<file path="src/sv/ses_pkg.sv">
`timescale 1ns / 1ps
// ----------------------------------------------------------------------------
// ses_pkg: shared types and constants of the Schrodinger stencil step
// Cell and result payloads, register indexes, grid limits and the record that
// carries Laplacian terms from the window logic to the update arithmetic.
// ----------------------------------------------------------------------------
package ses_pkg;

  localparam int MAX_WIDTH  = 1024;
  localparam int MAX_HEIGHT = 1024;
  localparam int MIN_DIM    = 3;

  localparam int COL_W = $clog2(MAX_WIDTH);
  localparam int ROW_W = $clog2(MAX_HEIGHT);
  localparam int DIM_W = 11;

  localparam int CFG_IDX_W  = 3;
  localparam int CFG_DATA_W = 18;
  localparam int COEF_W     = 18;
  localparam int STEP_W     = 16;

  localparam int QDEPTH = 8;
  localparam int QPTR_W = $clog2(QDEPTH);
  localparam int PEND_W = $clog2(QDEPTH + 1);

  localparam int LAP_W = 18;
  localparam int ACC_W = 50;

  typedef enum logic [CFG_IDX_W-1:0] {
    CFG_GRID_WIDTH  = 3'd0,
    CFG_GRID_HEIGHT = 3'd1,
    CFG_COEF_X      = 3'd2,
    CFG_COEF_Y      = 3'd3,
    CFG_TIME_STEP   = 3'd4
  } cfg_idx_t;

  typedef struct packed {
    logic signed [15:0] psi_real;
    logic signed [15:0] psi_imag;
    logic signed [15:0] cell_potential;
  } cell_in_t;

  typedef struct packed {
    logic signed [15:0] new_real;
    logic signed [15:0] new_imag;
    logic               frame_last;
  } result_t;

  typedef struct packed {
    logic [COEF_W-1:0] coef_x;
    logic [COEF_W-1:0] coef_y;
    logic [STEP_W-1:0] time_step;
  } coef_t;

  typedef struct packed {
    logic signed [LAP_W-1:0] lxr;
    logic signed [LAP_W-1:0] lxi;
    logic signed [LAP_W-1:0] lyr;
    logic signed [LAP_W-1:0] lyi;
    logic signed [15:0]      cre;
    logic signed [15:0]      cim;
    logic signed [15:0]      cv;
    logic                    last;
  } lap_t;

endpackage

</file>
<file path="src/sv/ses_queue.sv">
`timescale 1ns / 1ps
// ----------------------------------------------------------------------------
// ses_queue: result queue
// A small register FIFO that decouples the update pipeline from the receiver.
// ----------------------------------------------------------------------------
module ses_queue (
  input  logic             clk,
  input  logic             rst_n,
  input  logic             push,
  input  ses_pkg::result_t push_data,
  output logic             out_valid,
  input  logic             out_stall,
  output ses_pkg::result_t out_data
);
  import ses_pkg::*;

  result_t           q_mem_r [QDEPTH];
  logic [QPTR_W-1:0] wr_ptr_r, rd_ptr_r;
  logic [PEND_W-1:0] count_r, count_nxt;
  logic              pop;

  assign out_valid = (count_r != '0);
  assign pop       = out_valid && !out_stall;
  assign out_data  = q_mem_r[rd_ptr_r];

  always_comb begin
    count_nxt = count_r;
    if (push && !pop) begin
      count_nxt = count_r + PEND_W'(1);
    end else if (pop && !push) begin
      count_nxt = count_r - PEND_W'(1);
    end
  end

  always_ff @(posedge clk) begin
    if (!rst_n) begin
      wr_ptr_r <= '0;
      rd_ptr_r <= '0;
      count_r  <= '0;
    end else begin
      count_r <= count_nxt;
      if (push) begin
        wr_ptr_r <= wr_ptr_r + QPTR_W'(1);
      end
      if (pop) begin
        rd_ptr_r <= rd_ptr_r + QPTR_W'(1);
      end
    end
  end

  always_ff @(posedge clk) begin
    if (push) begin
      q_mem_r[wr_ptr_r] <= push_data;
    end
  end

endmodule
</file>
<file path="config.mk">
export PLATFORM = sky130hd
export DESIGN_NAME = ses_queue
export DESIGN_NICKNAME = d
export VERILOG_FILES = /design/src/sv/ses_pkg.sv /design/src/sv/ses_queue.sv
export SDC_FILE = /design/constraint.sdc
export NUM_CORES = 1
export LEC_CHECK = 0
export BUFFER_PORTS_ARGS = -buffer_cell sky130_fd_sc_hd__buf_2
export CAP_MARGIN = 15
export CORE_UTILIZATION = 45
export CTS_CLUSTER_SIZE = 40
export DETAILED_ROUTE_END_ITERATION = 8
export PLACE_DENSITY = 0.68
export SYNTH_ARGS = -nofsm -noshare
export SYNTH_HDL_FRONTEND = slang
export SYNTH_SLANG_ARGS = --single-unit
</file>
<file path="constraint.sdc">
create_clock -name clk -period 4.8 [get_ports clk]
set_clock_uncertainty 0.2 [all_clocks]
set_input_delay 0.48 -clock clk [delete_from_list [all_inputs] [get_ports clk]]
set_output_delay 0.48 -clock clk [all_outputs]
set_load 0.02 [all_outputs]
</file>
==> out/qor.yml <==
outcome:
  status: "finished, final reports clean"
placement:
  portBuffers: 70
  dp_cells: 825
  gp_congestion: 0.687
  dp_hpwl_um: 11000
cells_and_area:
  drive_above_1_share_pct: 39.2
  fin_cells: 883
  multiInputGateArea_mm2: 0.00230
  fillCellCount: 1731
  syn_to_final_growth_pct: 16.4
  final_cell_mix: "264 x edfxtp_1, 70 x buf_2, 59 x mux4_2"
  mostFrequentLayoutCell: "edfxtp_1"
  final_nets: 590
  register_area_mm2: 0.00820
clocking:
  clock_latency_ns: 0.53
  cts_root_buf: "clkbuf_16"
  clk_pin_slew_worst_paths_ns: 0.06
  cts.sinks: 277
  clock_path_buffers: 3
  cts_tree: "built"
  cts-resized-gates: 0
  cts_made_buffers: 29
  post_cts_buffers: 0
  h-tree-depth: 1
setup_path:
  crit_arrival_ns: 2.81
  end_kind: "primary output"
  worstSetupPathType: "register to primary output"
  crit_required_ns: 4.12
  crit_path_start_kind: "register"
  r2r_slack_ns: 2.08
  path_max_fanout: 41
die:
  ios: 71
  floorplan.rows: 55
  core_mm2: 0.0228
  die_width_um: 155
  die_y_um: 155
  initial_utilization_pct: 46.3
  die_area_mm2: 0.0241
pwr:
  leakage_nw: 3.97
  power.density_mw_per_mm2: 511
  peakVddDrop_mv: 0.400
run:
  maxCapViolations: 0
detailed_routing:
  post_drt_wl_per_cell_um: 22.3
  antenna_left: 0
  dr_total_vias: 4776
  route.detailed.drc: 0
  dr.first_iter.drc_count: 258
  firstDrtPassIters: 4
  drt-total-wl_um: 19700
  viasPerCell: 5.41
grt:
  overflow: 0
  grt_pass1_wl_um: 30100
  grt_usage_pct: 16.9
  grt_max_degree: 67
  antenna_found_initial: 2
  grt_pass1_vias: 5108
sta:
  tns_ns: 0
  fin_crit_ns: 3.49
  finalHoldViolCount: 0
  finalSetupViolCount: 0
  maxSlewHeadroom_pct: 27.3
  post-route-period-util_pct: 72.6
  worst_slew_pin_slew_ns: 1.09
  maxSlewViolCount: 0
  fmax_mhz: 287
  rsz0062_at_grt: "false"
synthesis:
  synthAdderAreaFrac_pct: 0.781
  muxShareOfSynthArea_pct: 18.1
  synth_xor_area_share_pct: 0.497
  synth-simple-area-share_pct: 1.54
  synth_seq_cells: 277
  syn_area_mm2: 0.0106
  synth_top_family_by_area: "multiplexers"
  avgSynthCellArea_um2: 23.4
  syn_inst: 452
  synth-compound-area-share_pct: 0.343
  yosysSeqAreaShare_pct: 77.4
  synthesis.nets: 495
  yosysWarnings: 0
  yosysUniqueCellTypes: 30
hold_path:
  hp-class: "primary input to register"
## what timing repair did
item | in CTS | in global routing
endpoints found under the setup margin | 0 | 0
hold buffers | 4 | 0
endpoints found under the hold margin | 7 | 0
## cell usage after synthesis (all sizes together)
| master | n | area (µm²) |
|---|---|---|
| o21ai | 2 | 10.0 |
| a211oi | 1 | 7.51 |
| a21boi | 1 | 7.51 |
| nand2b | 4 | 25.0 |
| mux2i | 3 | 30.0 |
| fa | 1 | 20.0 |
| clkbuf | 8 | 30.0 |
| nor2 | 8 | 30.0 |
| buf | 11 | 90.1 |
| nand2 | 6 | 22.5 |
| nand3 | 1 | 5.00 |
| edfxtp | 264 | 7930 |
| a31oi | 1 | 6.26 |
| nor4 | 1 | 6.26 |
| xnor2 | 3 | 26.3 |
| nor2b | 2 | 12.5 |
| mux2 | 33 | 372 |
| ha | 5 | 62.6 |
| and2 | 7 | 43.8 |
| nor3b | 1 | 7.51 |
| dfxtp | 13 | 260 |
| xor2 | 3 | 26.3 |
| mux4 | 66 | 1510 |
| inv | 3 | 11.3 |
| dlygate4sd1 | 1 | 8.76 |
| nor3 | 2 | 10.0 |
| a21oi | 1 | 5.00 |
## cell type report
cell class	count	share of cell area (%)
Sequential cell	277	66.6
Multi-Input combinational cell	152	18.7
Clock buffer	40	6.56
Timing Repair Buffer	84	3.88
Tap cell	313	3.18
Clock inverter	13	0.966
Inverter	3	0.0915
Antenna cell	1	0.0203
## state kept, by name, summed over array words and instances, names as in the netlist, named ones only
register  cells
count_r       4
q_mem_r     264
rd_ptr_r      3
wr_ptr_r      3
## through the flow
stage	setup slack [ns]	util, %	total power (W)	instance area (µm²)	hold slack, ns
4_1_cts	1.22	53.9	0.00636	12300	0.000481
3_5_place_dp	1.79	49.6	0.00423	11300	0.304
5_1_grt	1.11	53.9	0.00654	12300	0.0122
6_report	1.31	53.9	0.00629	12300	0.0149
3_3_place_gp	1.81	49.6	0.00419	11300	0.254
2_1_floorplan	1.29	-	0.00390	10600	0.246
## per-layer routing
layer | GRT usage (%) | wire (µm) | vias up
li1 | - | - | 2084
met1 | 22.1 | 8050 | 2531
met2 | 29.3 | 10200 | 126
met3 | 2.98 | 1000 | 33
met4 | 4.86 | 433 | 2
met5 | 0 | 9 | -
## final timing paths
kind | depth (start not counted) | from | endpoint
max | 4 | register | out_data[26]
min reg2reg | 2 | count_r[3] | count_r[3]
max reg2reg | 10 | count_r[1] | count_r[3]
min | 1 | push_data[7] | q_mem_r[3][7]
## power by group
part	switching, W	internal (W)	total, W
clock	0.000863	0.00128	0.00214
combinational	0.000540	0.000675	0.00122
sequential	0.000199	0.00274	0.00294
total	0.00160	0.00469	0.00629
## critical path, stage by stage, from the launching register on
cell and delay [ns]:
dfxtp_4 0.90, buf_12 0.32, mux4_1 0.57, mux2_2 0.29
buf_2 0.16
## logic make-up (layout without fill, tap and decap cells)
kind of cell    count (synthesis)  count (layout)
mux                           102             102
flops                         277             277
xor+xnor                        6               6
other cells                     0               1
simple gates                   32              32
buf+inv                        23             140
compound gates                  6               6
fa+ha+maj                       6               6
No activity file was read; power rests on OpenSTA's default activity.
